==> src/design/simc_pkg.sv <==
package simc_pkg;

  localparam int NUM_MODES   = 4;
  localparam int TABLE_MODES = 4;
  localparam int MIDX_W      = (NUM_MODES > 1) ? $clog2(NUM_MODES) : 1;
  localparam int CFG_IDX_W   = 3;

  typedef enum logic [CFG_IDX_W-1:0] {
    CFG_BUS_MAX = 3'd0,
    CFG_MASK0   = 3'd1,
    CFG_MASK1   = 3'd2,
    CFG_MASK2   = 3'd3,
    CFG_MASK3   = 3'd4
  } cfg_idx_e;

  typedef struct packed {
    logic        cmd;
    logic [1:0]  mode_index;
    logic [11:0] reg_offset;
    logic [31:0] write_data;
  } in_t;

  typedef struct packed {
    logic [31:0] read_data;
    logic        response_code;
    logic [18:0] packet_bytes_now;
  } out_t;

  typedef struct packed {
    logic [15:0]      bus_max;
    logic [3:0][31:0] mask;
  } cfg_t;

  typedef enum logic [4:0] {
    OP_NOP,
    OP_RD_MAXSZ,
    OP_RD_UNITSZ,
    OP_RD_POS,
    OP_RD_SIZE,
    OP_RD_CODING,
    OP_RD_INQ,
    OP_RD_PIX,
    OP_RD_FRAME,
    OP_RD_ENV,
    OP_RD_PKT,
    OP_RD_PPF,
    OP_WR_POS,
    OP_WR_SIZE,
    OP_WR_CODING,
    OP_WR_PKT
  } op_e;

  typedef struct packed {
    op_e         op;
    logic        mode_ok;
    logic [1:0]  mode;
    logic [31:0] data;
  } job_t;

  function automatic logic [MIDX_W-1:0] midx(input logic [1:0] m);
    return MIDX_W'(m);
  endfunction

  function automatic logic [15:0] def_w(input int m);
    case (m)
      0: return 16'd1388;
      1: return 16'd1280;
      2: return 16'd640;
      3: return 16'd320;
      default: return 16'd0;
    endcase
  endfunction

  function automatic logic [15:0] def_h(input int m);
    case (m)
      0: return 16'd1032;
      1: return 16'd960;
      2: return 16'd480;
      3: return 16'd240;
      default: return 16'd0;
    endcase
  endfunction

  function automatic logic [31:0] max_word(input logic [1:0] m);
    case (m)
      2'd0: return {16'd1575, 16'd1053};
      2'd1: return {16'd1280, 16'd960};
      2'd2: return {16'd640, 16'd480};
      default: return {16'd320, 16'd240};
    endcase
  endfunction

  function automatic logic [31:0] unit_word(input logic [1:0] m);
    case (m)
      2'd1, 2'd2: return {16'd8, 16'd8};
      default: return {16'd4, 16'd4};
    endcase
  endfunction

  function automatic logic [5:0] bits_of(input logic [7:0] c);
    case (c)
      8'd0, 8'd7, 8'd8: return 6'd8;
      8'd1: return 6'd12;
      8'd2, 8'd5: return 6'd16;
      8'd3, 8'd4: return 6'd24;
      8'd6: return 6'd48;
      default: return 6'd0;
    endcase
  endfunction

  // line is width times bits per pixel; round to bytes, then to a quadlet
  function automatic logic [18:0] unit_from_line(input logic [21:0] line);
    logic [22:0] lp;
    logic [19:0] us;
    lp = {1'b0, line} + 23'd7;
    us = (lp[22:3] + 20'd3) & ~20'd3;
    return (us == 20'd0) ? 19'd4 : us[18:0];
  endfunction

endpackage

==> src/design/simc_front.sv <==
module simc_front (
  input  logic             clk_i,
  input  logic             rst_ni,
  input  logic             push,
  output logic             full,
  input  simc_pkg::in_t    in_data_i,
  output logic             job_valid_o,
  input  logic             job_ready_i,
  output simc_pkg::job_t   job_o
);

  simc_pkg::job_t q_d, q_q [2];
  logic           wr_ptr_q, rd_ptr_q;
  logic [1:0]     cnt_q;
  logic           do_push, do_pop;

  assign full        = (cnt_q == 2'd2);
  assign job_valid_o = (cnt_q != 2'd0);
  assign job_o       = q_q[rd_ptr_q];
  assign do_push     = push && !full;
  assign do_pop      = job_valid_o && job_ready_i;

  // classify the access
  always_comb begin
    q_d.mode    = in_data_i.mode_index;
    q_d.data    = in_data_i.write_data;
    q_d.mode_ok = (32'(in_data_i.mode_index) < simc_pkg::NUM_MODES) &&
                  (32'(in_data_i.mode_index) < simc_pkg::TABLE_MODES);
    q_d.op      = simc_pkg::OP_NOP;
    if (!in_data_i.cmd) begin
      case (in_data_i.reg_offset)
        12'h000: q_d.op = simc_pkg::OP_RD_MAXSZ;
        12'h004: q_d.op = simc_pkg::OP_RD_UNITSZ;
        12'h008: q_d.op = simc_pkg::OP_RD_POS;
        12'h00C: q_d.op = simc_pkg::OP_RD_SIZE;
        12'h010: q_d.op = simc_pkg::OP_RD_CODING;
        12'h014: q_d.op = simc_pkg::OP_RD_INQ;
        12'h034: q_d.op = simc_pkg::OP_RD_PIX;
        12'h03C: q_d.op = simc_pkg::OP_RD_FRAME;
        12'h040: q_d.op = simc_pkg::OP_RD_ENV;
        12'h044: q_d.op = simc_pkg::OP_RD_PKT;
        12'h048: q_d.op = simc_pkg::OP_RD_PPF;
        default: q_d.op = simc_pkg::OP_NOP;
      endcase
    end else begin
      case (in_data_i.reg_offset)
        12'h008: q_d.op = simc_pkg::OP_WR_POS;
        12'h00C: q_d.op = simc_pkg::OP_WR_SIZE;
        12'h010: q_d.op = simc_pkg::OP_WR_CODING;
        12'h044: q_d.op = simc_pkg::OP_WR_PKT;
        default: q_d.op = simc_pkg::OP_NOP;
      endcase
    end
    if (!q_d.mode_ok) q_d.op = simc_pkg::OP_NOP;
  end

  always_ff @(posedge clk_i or negedge rst_ni) begin
    if (!rst_ni) begin
      wr_ptr_q <= 1'b0;
      rd_ptr_q <= 1'b0;
      cnt_q    <= 2'd0;
    end else begin
      if (do_push) begin
        q_q[wr_ptr_q] <= q_d;
        wr_ptr_q      <= !wr_ptr_q;
      end
      if (do_pop) rd_ptr_q <= !rd_ptr_q;
      cnt_q <= cnt_q + {1'b0, do_push} - {1'b0, do_pop};
    end
  end

`ifndef SYNTHESIS
  a_no_overflow: assert property (@(posedge clk_i) disable iff (!rst_ni)
    full |=> (cnt_q == 2'd2) || (cnt_q == 2'd1))
    else $error("front queue count out of range");
`endif

endmodule

==> src/design/simc_div.sv <==
module simc_div (
  input  logic        clk_i,
  input  logic        rst_ni,
  input  logic        start_i,
  input  logic [31:0] dividend_i,
  input  logic [18:0] divisor_i,
  output logic        done_o,
  output logic [31:0] quot_o,
  output logic [18:0] rem_o
);

  logic [31:0] quot_q;
  logic [19:0] rem_q;
  logic [18:0] dvs_q;
  logic [5:0]  cnt_q;
  logic        busy_q, done_q;
  logic [19:0] trial;

  assign trial  = {rem_q[18:0], quot_q[31]};
  assign done_o = done_q;
  assign quot_o = quot_q;
  assign rem_o  = rem_q[18:0];

  always_ff @(posedge clk_i or negedge rst_ni) begin
    if (!rst_ni) begin
      busy_q <= 1'b0;
      done_q <= 1'b0;
      cnt_q  <= 6'd0;
    end else begin
      done_q <= 1'b0;
      if (start_i && !busy_q) begin
        busy_q <= 1'b1;
        cnt_q  <= 6'd32;
        quot_q <= dividend_i;
        rem_q  <= 20'd0;
        dvs_q  <= divisor_i;
      end else if (busy_q) begin
        // one quotient bit per cycle, restoring
        if (trial >= {1'b0, dvs_q}) begin
          rem_q  <= trial - {1'b0, dvs_q};
          quot_q <= {quot_q[30:0], 1'b1};
        end else begin
          rem_q  <= trial;
          quot_q <= {quot_q[30:0], 1'b0};
        end
        cnt_q <= cnt_q - 6'd1;
        if (cnt_q == 6'd1) begin
          busy_q <= 1'b0;
          done_q <= 1'b1;
        end
      end
    end
  end

`ifndef SYNTHESIS
  a_no_restart: assert property (@(posedge clk_i) disable iff (!rst_ni)
    busy_q |-> !done_q)
    else $error("divider done while busy");
`endif

endmodule

==> src/design/simc_back.sv <==
module simc_back (
  input  logic             clk_i,
  input  logic             rst_ni,
  input  simc_pkg::cfg_t   cfg_i,
  input  logic             job_valid_i,
  output logic             job_ready_o,
  input  simc_pkg::job_t   job_i,
  output logic             empty,
  input  logic             pop,
  output simc_pkg::out_t   out_data_o
);

  typedef enum logic [3:0] {
    S_IDLE, S_APPLY, S_MUL, S_UNIT, S_DECIDE, S_DMAX, S_MAXD, S_DREM, S_DPPF, S_DONE
  } state_e;

  state_e                  state_q;
  simc_pkg::job_t          job_q;
  logic [15:0]             w_q [simc_pkg::NUM_MODES];
  logic [15:0]             h_q [simc_pkg::NUM_MODES];
  logic [15:0]             ox_q [simc_pkg::NUM_MODES];
  logic [15:0]             oy_q [simc_pkg::NUM_MODES];
  logic [7:0]              cid_q [simc_pkg::NUM_MODES];
  logic [18:0]             pkt_q [simc_pkg::NUM_MODES];
  logic [31:0]             wh_q, fr_q, rd_q;
  logic [21:0]             line_q;
  logic [18:0]             u_q, mx_q;
  logic                    rc_q;
  simc_pkg::out_t          out_q;
  logic                    out_vld_q;
  logic                    div_start;
  logic [31:0]             div_dvd;
  logic                    div_done;
  logic [31:0]             div_quot;
  logic [18:0]             div_rem;
  logic [simc_pkg::MIDX_W-1:0] mi;
  logic [5:0]              bits;
  logic [37:0]             fprod;
  logic [34:0]             mprod;
  logic [18:0]             u_new;
  logic [15:0]             b;
  logic                    out_free;

  assign mi          = simc_pkg::midx(job_q.mode);
  assign bits        = simc_pkg::bits_of(cid_q[mi]);
  assign fprod       = 38'(wh_q) * 38'(bits);
  assign mprod       = 35'(div_quot) * 35'(u_q);
  assign u_new       = simc_pkg::unit_from_line(line_q);
  assign b           = job_q.data[31:16];
  assign job_ready_o = (state_q == S_IDLE);
  assign empty       = !out_vld_q;
  assign out_data_o  = out_q;
  assign out_free    = !out_vld_q || pop;

  always_comb begin
    div_start = 1'b0;
    div_dvd   = 32'(cfg_i.bus_max);
    if (state_q == S_DECIDE) begin
      if (job_q.op == simc_pkg::OP_RD_ENV || job_q.op == simc_pkg::OP_WR_PKT) begin
        div_start = 1'b1;
      end else if (job_q.op == simc_pkg::OP_RD_PPF) begin
        div_start = 1'b1;
        div_dvd   = fr_q + 32'(u_q) - 32'd1;
      end
    end else if (state_q == S_MAXD && job_q.op == simc_pkg::OP_WR_PKT) begin
      div_start = 1'b1;
      div_dvd   = 32'(b);
    end
  end

  simc_div u_div (
    .clk_i      (clk_i),
    .rst_ni     (rst_ni),
    .start_i    (div_start),
    .dividend_i (div_dvd),
    .divisor_i  (u_q),
    .done_o     (div_done),
    .quot_o     (div_quot),
    .rem_o      (div_rem)
  );

  always_ff @(posedge clk_i or negedge rst_ni) begin
    if (!rst_ni) begin
      state_q   <= S_IDLE;
      out_vld_q <= 1'b0;
      for (int m = 0; m < simc_pkg::NUM_MODES; m++) begin
        w_q[m]   <= simc_pkg::def_w(m);
        h_q[m]   <= simc_pkg::def_h(m);
        ox_q[m]  <= 16'd0;
        oy_q[m]  <= 16'd0;
        cid_q[m] <= 8'd0;
        pkt_q[m] <= simc_pkg::unit_from_line({3'd0, simc_pkg::def_w(m), 3'd0});
      end
    end else begin
      // the done state reloads the output register itself
      if (pop && out_vld_q && state_q != S_DONE) out_vld_q <= 1'b0;
      case (state_q)
        S_IDLE: begin
          if (job_valid_i) begin
            job_q   <= job_i;
            rd_q    <= 32'd0;
            rc_q    <= 1'b0;
            state_q <= S_APPLY;
          end
        end
        S_APPLY: begin
          case (job_q.op)
            simc_pkg::OP_WR_POS: begin
              ox_q[mi] <= job_q.data[31:16];
              oy_q[mi] <= job_q.data[15:0];
            end
            simc_pkg::OP_WR_SIZE: begin
              w_q[mi] <= job_q.data[31:16];
              h_q[mi] <= job_q.data[15:0];
            end
            simc_pkg::OP_WR_CODING: cid_q[mi] <= job_q.data[31:24];
            default: ;
          endcase
          state_q <= job_q.mode_ok ? S_MUL : S_DONE;
        end
        S_MUL: begin
          wh_q    <= 32'(w_q[mi]) * 32'(h_q[mi]);
          line_q  <= 22'(w_q[mi]) * 22'(bits);
          state_q <= S_UNIT;
        end
        S_UNIT: begin
          fr_q    <= fprod[34:3];
          u_q     <= u_new;
          state_q <= S_DECIDE;
        end
        S_DECIDE: begin
          state_q <= S_DONE;
          case (job_q.op)
            simc_pkg::OP_RD_MAXSZ:  rd_q <= simc_pkg::max_word(job_q.mode);
            simc_pkg::OP_RD_UNITSZ: rd_q <= simc_pkg::unit_word(job_q.mode);
            simc_pkg::OP_RD_POS:    rd_q <= {ox_q[mi], oy_q[mi]};
            simc_pkg::OP_RD_SIZE:   rd_q <= {w_q[mi], h_q[mi]};
            simc_pkg::OP_RD_CODING: rd_q <= {cid_q[mi], 24'd0};
            simc_pkg::OP_RD_INQ:    rd_q <= cfg_i.mask[job_q.mode];
            simc_pkg::OP_RD_PIX:    rd_q <= wh_q;
            simc_pkg::OP_RD_FRAME:  rd_q <= fr_q;
            simc_pkg::OP_RD_PKT:    rd_q <= {u_q[15:0], 16'd0};
            simc_pkg::OP_RD_ENV, simc_pkg::OP_WR_PKT: state_q <= S_DMAX;
            simc_pkg::OP_RD_PPF:    state_q <= S_DPPF;
            simc_pkg::OP_WR_SIZE, simc_pkg::OP_WR_CODING: pkt_q[mi] <= u_q;
            default: ;
          endcase
        end
        S_DMAX: begin
          if (div_done) begin
            // quotient times unit never exceeds the bus limit
            mx_q    <= (mprod[18:0] < u_q) ? u_q : mprod[18:0];
            state_q <= S_MAXD;
          end
        end
        S_MAXD: begin
          if (job_q.op == simc_pkg::OP_WR_PKT) begin
            state_q <= S_DREM;
          end else begin
            rd_q    <= {u_q[15:0], 16'd0} | {13'd0, mx_q};
            state_q <= S_DONE;
          end
        end
        S_DREM: begin
          if (div_done) begin
            if ((19'(b) >= u_q) && (19'(b) <= mx_q) && (div_rem == 19'd0))
              pkt_q[mi] <= 19'(b);
            else
              rc_q <= 1'b1;
            state_q <= S_DONE;
          end
        end
        S_DPPF: begin
          if (div_done) begin
            rd_q    <= div_quot;
            state_q <= S_DONE;
          end
        end
        S_DONE: begin
          if (out_free) begin
            out_q.read_data        <= rd_q;
            out_q.response_code    <= rc_q;
            out_q.packet_bytes_now <= job_q.mode_ok ? pkt_q[mi] : 19'd0;
            out_vld_q              <= 1'b1;
            state_q                <= S_IDLE;
          end
        end
        default: state_q <= S_IDLE;
      endcase
    end
  end

`ifndef SYNTHESIS
  a_load_from_done: assert property (@(posedge clk_i) disable iff (!rst_ni)
    $rose(out_vld_q) |-> $past(state_q) == S_DONE)
    else $error("result loaded outside done state");
  a_rc_only_pkt: assert property (@(posedge clk_i) disable iff (!rst_ni)
    (state_q == S_DONE && rc_q) |-> job_q.op == simc_pkg::OP_WR_PKT)
    else $error("data error on non packet-size access");
  a_no_take_busy: assert property (@(posedge clk_i) disable iff (!rst_ni)
    job_ready_o |-> !div_done)
    else $error("divider result while idle");
`endif

endmodule

==> src/design/scalable_image_mode_csr_top.sv <==
// Channel   Handshake            Payload
// input     push / full          in_data_i  (cmd, mode_index, reg_offset, write_data)
// result    empty / pop          out_data_o (read_data, response_code, packet_bytes_now)
// config    cfg_valid_i / ready  cfg_index_i, cfg_data_i
// An access passes the back sequencer's states, plus each division on the shared
// bit-serial divider and the envelope step: envelope read one division and the envelope step,
// packets-per-frame read one division, packet-size write two (bus limit over unit, then size over unit).
// A two-entry queue decouples acceptance from execution; a one-entry output
// register holds the result until popped, stalling only the back sequencer.
// Reset is asynchronous, active low; modes return to table geometry at once.
module scalable_image_mode_csr_top (
  input  logic                            clk_i,
  input  logic                            rst_ni,
  input  logic                            push,
  output logic                            full,
  input  simc_pkg::in_t                   in_data_i,
  output logic                            empty,
  input  logic                            pop,
  output simc_pkg::out_t                  out_data_o,
  input  logic                            cfg_valid_i,
  output logic                            cfg_ready_o,
  input  logic [simc_pkg::CFG_IDX_W-1:0]  cfg_index_i,
  input  logic [31:0]                     cfg_data_i
);

  simc_pkg::cfg_t cfg_q;
  simc_pkg::job_t job;
  logic           job_valid, job_ready;

  assign cfg_ready_o = 1'b1;

  always_ff @(posedge clk_i or negedge rst_ni) begin
    if (!rst_ni) begin
      cfg_q.bus_max <= 16'd4096;
      cfg_q.mask    <= '0;
    end else if (cfg_valid_i) begin
      case (simc_pkg::cfg_idx_e'(cfg_index_i))
        simc_pkg::CFG_BUS_MAX: cfg_q.bus_max <= cfg_data_i[15:0];
        simc_pkg::CFG_MASK0:   cfg_q.mask[0] <= cfg_data_i;
        simc_pkg::CFG_MASK1:   cfg_q.mask[1] <= cfg_data_i;
        simc_pkg::CFG_MASK2:   cfg_q.mask[2] <= cfg_data_i;
        simc_pkg::CFG_MASK3:   cfg_q.mask[3] <= cfg_data_i;
        default: ;  // drop writes beyond the register list
      endcase
    end
  end

  simc_front u_front (
    .clk_i       (clk_i),
    .rst_ni      (rst_ni),
    .push        (push),
    .full        (full),
    .in_data_i   (in_data_i),
    .job_valid_o (job_valid),
    .job_ready_i (job_ready),
    .job_o       (job)
  );

  simc_back u_back (
    .clk_i       (clk_i),
    .rst_ni      (rst_ni),
    .cfg_i       (cfg_q),
    .job_valid_i (job_valid),
    .job_ready_o (job_ready),
    .job_i       (job),
    .empty       (empty),
    .pop         (pop),
    .out_data_o  (out_data_o)
  );

endmodule
==> config.mk <==
export PLATFORM = sky130hd
export DESIGN_NAME = scalable_image_mode_csr_top
export DESIGN_NICKNAME = d
export VERILOG_FILES = /design/src/design/simc_pkg.sv /design/src/design/simc_front.sv /design/src/design/simc_div.sv /design/src/design/simc_back.sv /design/src/design/scalable_image_mode_csr_top.sv
export SDC_FILE = /design/constraint.sdc
export NUM_CORES = 2
export LEC_CHECK = 0
export BUFFER_PORTS_ARGS = -buffer_cell sky130_fd_sc_hd__buf_2
export CAP_MARGIN = 20
export CORE_UTILIZATION = 49
export CTS_CLUSTER_DIAMETER = 30
export DETAILED_ROUTE_END_ITERATION = 6
export PLACE_DENSITY = 0.79
export SKIP_LAST_GASP = 1
export SYNTH_ARGS = -nofsm -noshare
export SYNTH_HDL_FRONTEND = slang
export SYNTH_SLANG_ARGS = --single-unit
export TNS_END_PERCENT = 1
==> constraint.sdc <==
create_clock -name clk_i -period 8 [get_ports clk_i]
set_input_delay 0.4 -clock clk_i [delete_from_list [all_inputs] [get_ports clk_i]]
set_output_delay 0.4 -clock clk_i [all_outputs]
set_load 0.02 [all_outputs]
==> impl_results.md <==
- # H-tree levels: 4
- Total number of yosys warnings: 0
- Global-route usage over all layers: 0.2942
- Fin util: 0.5711
- Period utilization: 0.9730
- CP Buf/Inv Count: 6
- PD cells: about 500 nW/µm²
- Clk slew on worst S/H paths: about 60 ps
- Period minus WS final: about 7800 ps
- Routed wire per std cell: 24.86 µm
- Slowest cell delay on critical path: a little under 800 ps
- Primary FF master, synth: dfrtp_1
- Crit end category: register
- DRT iter0 DRCs: ~4900
- Clk_lat worst skew: ~810 ps
- Worst-Margin Slew: 1145 ps
- Post-CTS Setup Inserts: 0
- R2R setup slack: approximately 220 ps
- Syn_nets: 6385
- Achievable Freq: approximately 130 MHz
- Critical Path Fanout Max: 33
- Synthesized instance count: between 5000 and 6000
- Outcome: finished, violations left
- Violated checks: DRC
- Worst VDD drop: between 0.9 and 1 mV
- Seq/Total Area, Yosys: 0.3981
- Vias in the first global route: around 47000
- CTS tree: built
- Area after DPL: 65330 µm²
- Async SR Flop Fraction: 0.5769
- Synthesized area: 62170 µm²
- Levels on crit path: 24
- Clk sink count: approximately 900
- CTS Buffer Depth: 3
- Root Driver: clkbuf_16
- CP Class: register to register
- Post-synthesis cell type count: 80
- Final GP Congestion: a little over 1
- Inst Count DP: between 7000 and 8000
- Final Hold Viols: 0
- Share of cells above drive strength 1: 0.2144
- Max Cap Viol: 0
- Leakage: roughly 33 nW
- Crit path DAT: 8300 ps
- Reg2reg start: u_back.mi[1]
- Slew HR: 0.2367
- Initial antenna violation count: 13
- CORE AREA: 125700 µm²
- Hold path start: in_data_i[38]
- PortBufs: 140
- Detailed Routing Iterations Pass 1: 7
- Area Growth Syn to Fin: 15.50%
- Row count: 130
- CP delay by family, top: adder cells
- Setup TNS: 0 ps
- Vias per cell: between 6 and 7
- Slowest CP cell: a2111oi_0
- Fin area: 71800 µm²
- Fin. max-slew vios: 0
- Startpoint types: register
- Non-filler cells, final: about 7600
- First-pass GRT wire length: 284100 µm
- Most frequent cells in the layout: inv_1 (667), nand2_1 (529), mux2_2 (501)
- Reg-to-reg endpoint: u_back.wh_q[31]
- Hold Crit Class: input pin to register
- Largest net degree at the start of global routing: 139
- RSZ-0062 raised after global routing: no
- # IOs: roughly 140
- Hold Path End: u_front.q_q[1][37]
- Total gr overflow: 0
- Hold Path Stages: 2
- Die W: around 360 µm
- Die H: 358.2 µm
- Syn avg cell area: around 11 µm²
- Worst path required time: ~8500 ps
- Die area: roughly 130000 µm²
- Layout Nets: between 6000 and 7000
- Max Clock Skew: between 50 and 60 ps
- HPWL after DPL: about 130000 µm
- Overall power: between 30 and 40 mW
- #FFs+latches synth: between 900 and 1000
- Cell Chain, Critical Path: buf_12 -> buf_4 -> mux2i_1 -> nand2_1 -> o21ai_1 -> nor2_1 -> fa_1 -> inv_1 -> fa_1 -> inv_1 -> fa_1 -> fa_1 -> fa_1 -> inv_1 -> fa_1 -> inv_1 -> ha_1 -> nand3_1 -> a2111oi_0 -> o21ai_0 -> a31oi_1 -> o21ai_0 -> nor2_1 -> a211oi_1
- Cells on worst reg2reg path: 24
- Final ANT Viol Nets: 0
- Vias post-DR: between 40000 and 50000
- Initial Utilization: 0.4944
- Most common cell after layout, fill and taps aside: inv_1
- Setup violators final: 0
- EDFF count, synth: around 390
- DR DRC count: 11
- CP dominant cell by count: fa_1
- Number of diodes: 0
- Num CTS Buffers: roughly 160
- Detailed Route WL: 187900 µm
==> final cells by class <==
cell class | count | area [µm²]
tap | 1650 | 2064
timing repair buffer | 357 | 2628
multi-input combinational | 3671 | 34060
fill | 9868 | 53930
inverter | 667 | 2504
clock buffer | 188 | 4379
sequential | 910 | 24750
clock inverter | 116 | 1413
==> metal layers <==
metal | up-vias | part of all wire | GRT usage
li1 | 19670 | - | -
met1 | 23190 | 0.37 | 0.3655
met2 | 2520 | 0.46 | 0.4639
met3 | 626 | 0.10 | 0.07838
met4 | 12 | 0.059 | 0.1700
met5 | - | 0.00069 | 0
==> synth_stat cells, drive strengths merged (21+ instances only) <==
master | number | area [µm²]
dfrtp | 486 | 12160
fa | 376 | 7527
mux2i | 43 | 430.4
a31oi | 38 | 237.7
a21o | 42 | 315.3
o31ai | 28 | 210.2
nor2 | 276 | 1036
o21a | 53 | 397.9
edfxtp | 385 | 11560
a221o | 25 | 250.2
and2 | 190 | 1189
mux2 | 501 | 5642
a22oi | 92 | 690.7
and3 | 21 | 131.4
o21ai | 155 | 775.7
a21oi | 142 | 710.7
xnor2 | 127 | 1112
a22o | 25 | 219.0
inv | 667 | 2504
nor3 | 57 | 296.5
mux4 | 101 | 2275
clkbuf | 211 | 792.0
nand2b | 27 | 168.9
xor2 | 49 | 429.2
ha | 409 | 5117
nor2b | 33 | 206.5
nand3 | 59 | 295.3
nand2 | 529 | 1986
dfstp | 39 | 1025
buf | 54 | 221.5
a221oi | 28 | 245.2
==> registers in the layout (all words and copies together) (netlist names), 17 cells and up <==
name	count
u_back.line_q	20
u_back.h_q	64
u_back.mx_q	17
u_front.q_q	76
u_back.w_q	64
u_back.pkt_q	76
u_back.u_q	17
u_back.oy_q	64
u_back.u_div.rem_q	19
u_back.wh_q	32
u_back.u_div.dvs_q	17
u_back.out_data_o	52
u_back.fr_q	32
u_back.cid_q	32
cfg_q	144
u_back.u_div.quot_o	32
u_back.job_q	20
u_back.ox_q	64
u_back.rd_q	32
==> cell families (layout without fill, tap and decap cells) <==
kind of cell | after synthesis | count (layout) | share of synthesized area
and+or+nand+nor | 1280 | 1280 | 0.09538
buffers and inverters | 932 | 1328 | 0.05658
DFF | 910 | 910 | 0.3981
adders and majority gates | 785 | 785 | 0.2034
AOI/OAI and AO/OA | 783 | 783 | 0.08707
muxes | 645 | 645 | 0.1343
xor gates and xnor gates | 177 | 177 | 0.02516
other | 1 | 1 | 0.00006032
==> worst max-delay path by stage <==
stage                            start               to  slack [ps]
after global routing      u_back.mi[1]  u_back.wh_q[31]           6
after global placement    u_back.mi[0]  u_back.wh_q[30]         440
after detailed placement  u_back.mi[0]  u_back.wh_q[30]         290
after CTS                 u_back.mi[0]  u_back.wh_q[30]         260
final                     u_back.mi[1]  u_back.wh_q[31]         220
after floorplan           u_back.mi[0]  u_back.wh_q[30]           3
==> through the flow <==
step           setup slack (ps)  hold WS, ps
6_report                  216.4        68.87
5_1_grt                   6.351        70.97
4_1_cts                   258.1        20.40
3_5_place_dp              291.5        370.7
3_3_place_gp              437.2        368.2
2_1_floorplan             3.155        104.4
==> power by group <==
group / internal, mW / switching, mW
logic: 8.99 / 11.7
registers: 6.91 / 0.994
clock network: 4.60 / 2.68
==> repair_timing <==
item,CTS,global route
hold endpoints to repair,238,0
hold buffers,64,0
endpoints found under the setup margin,0,2
gates resized for setup,0,1
Power figures use the tool's default switching activity.
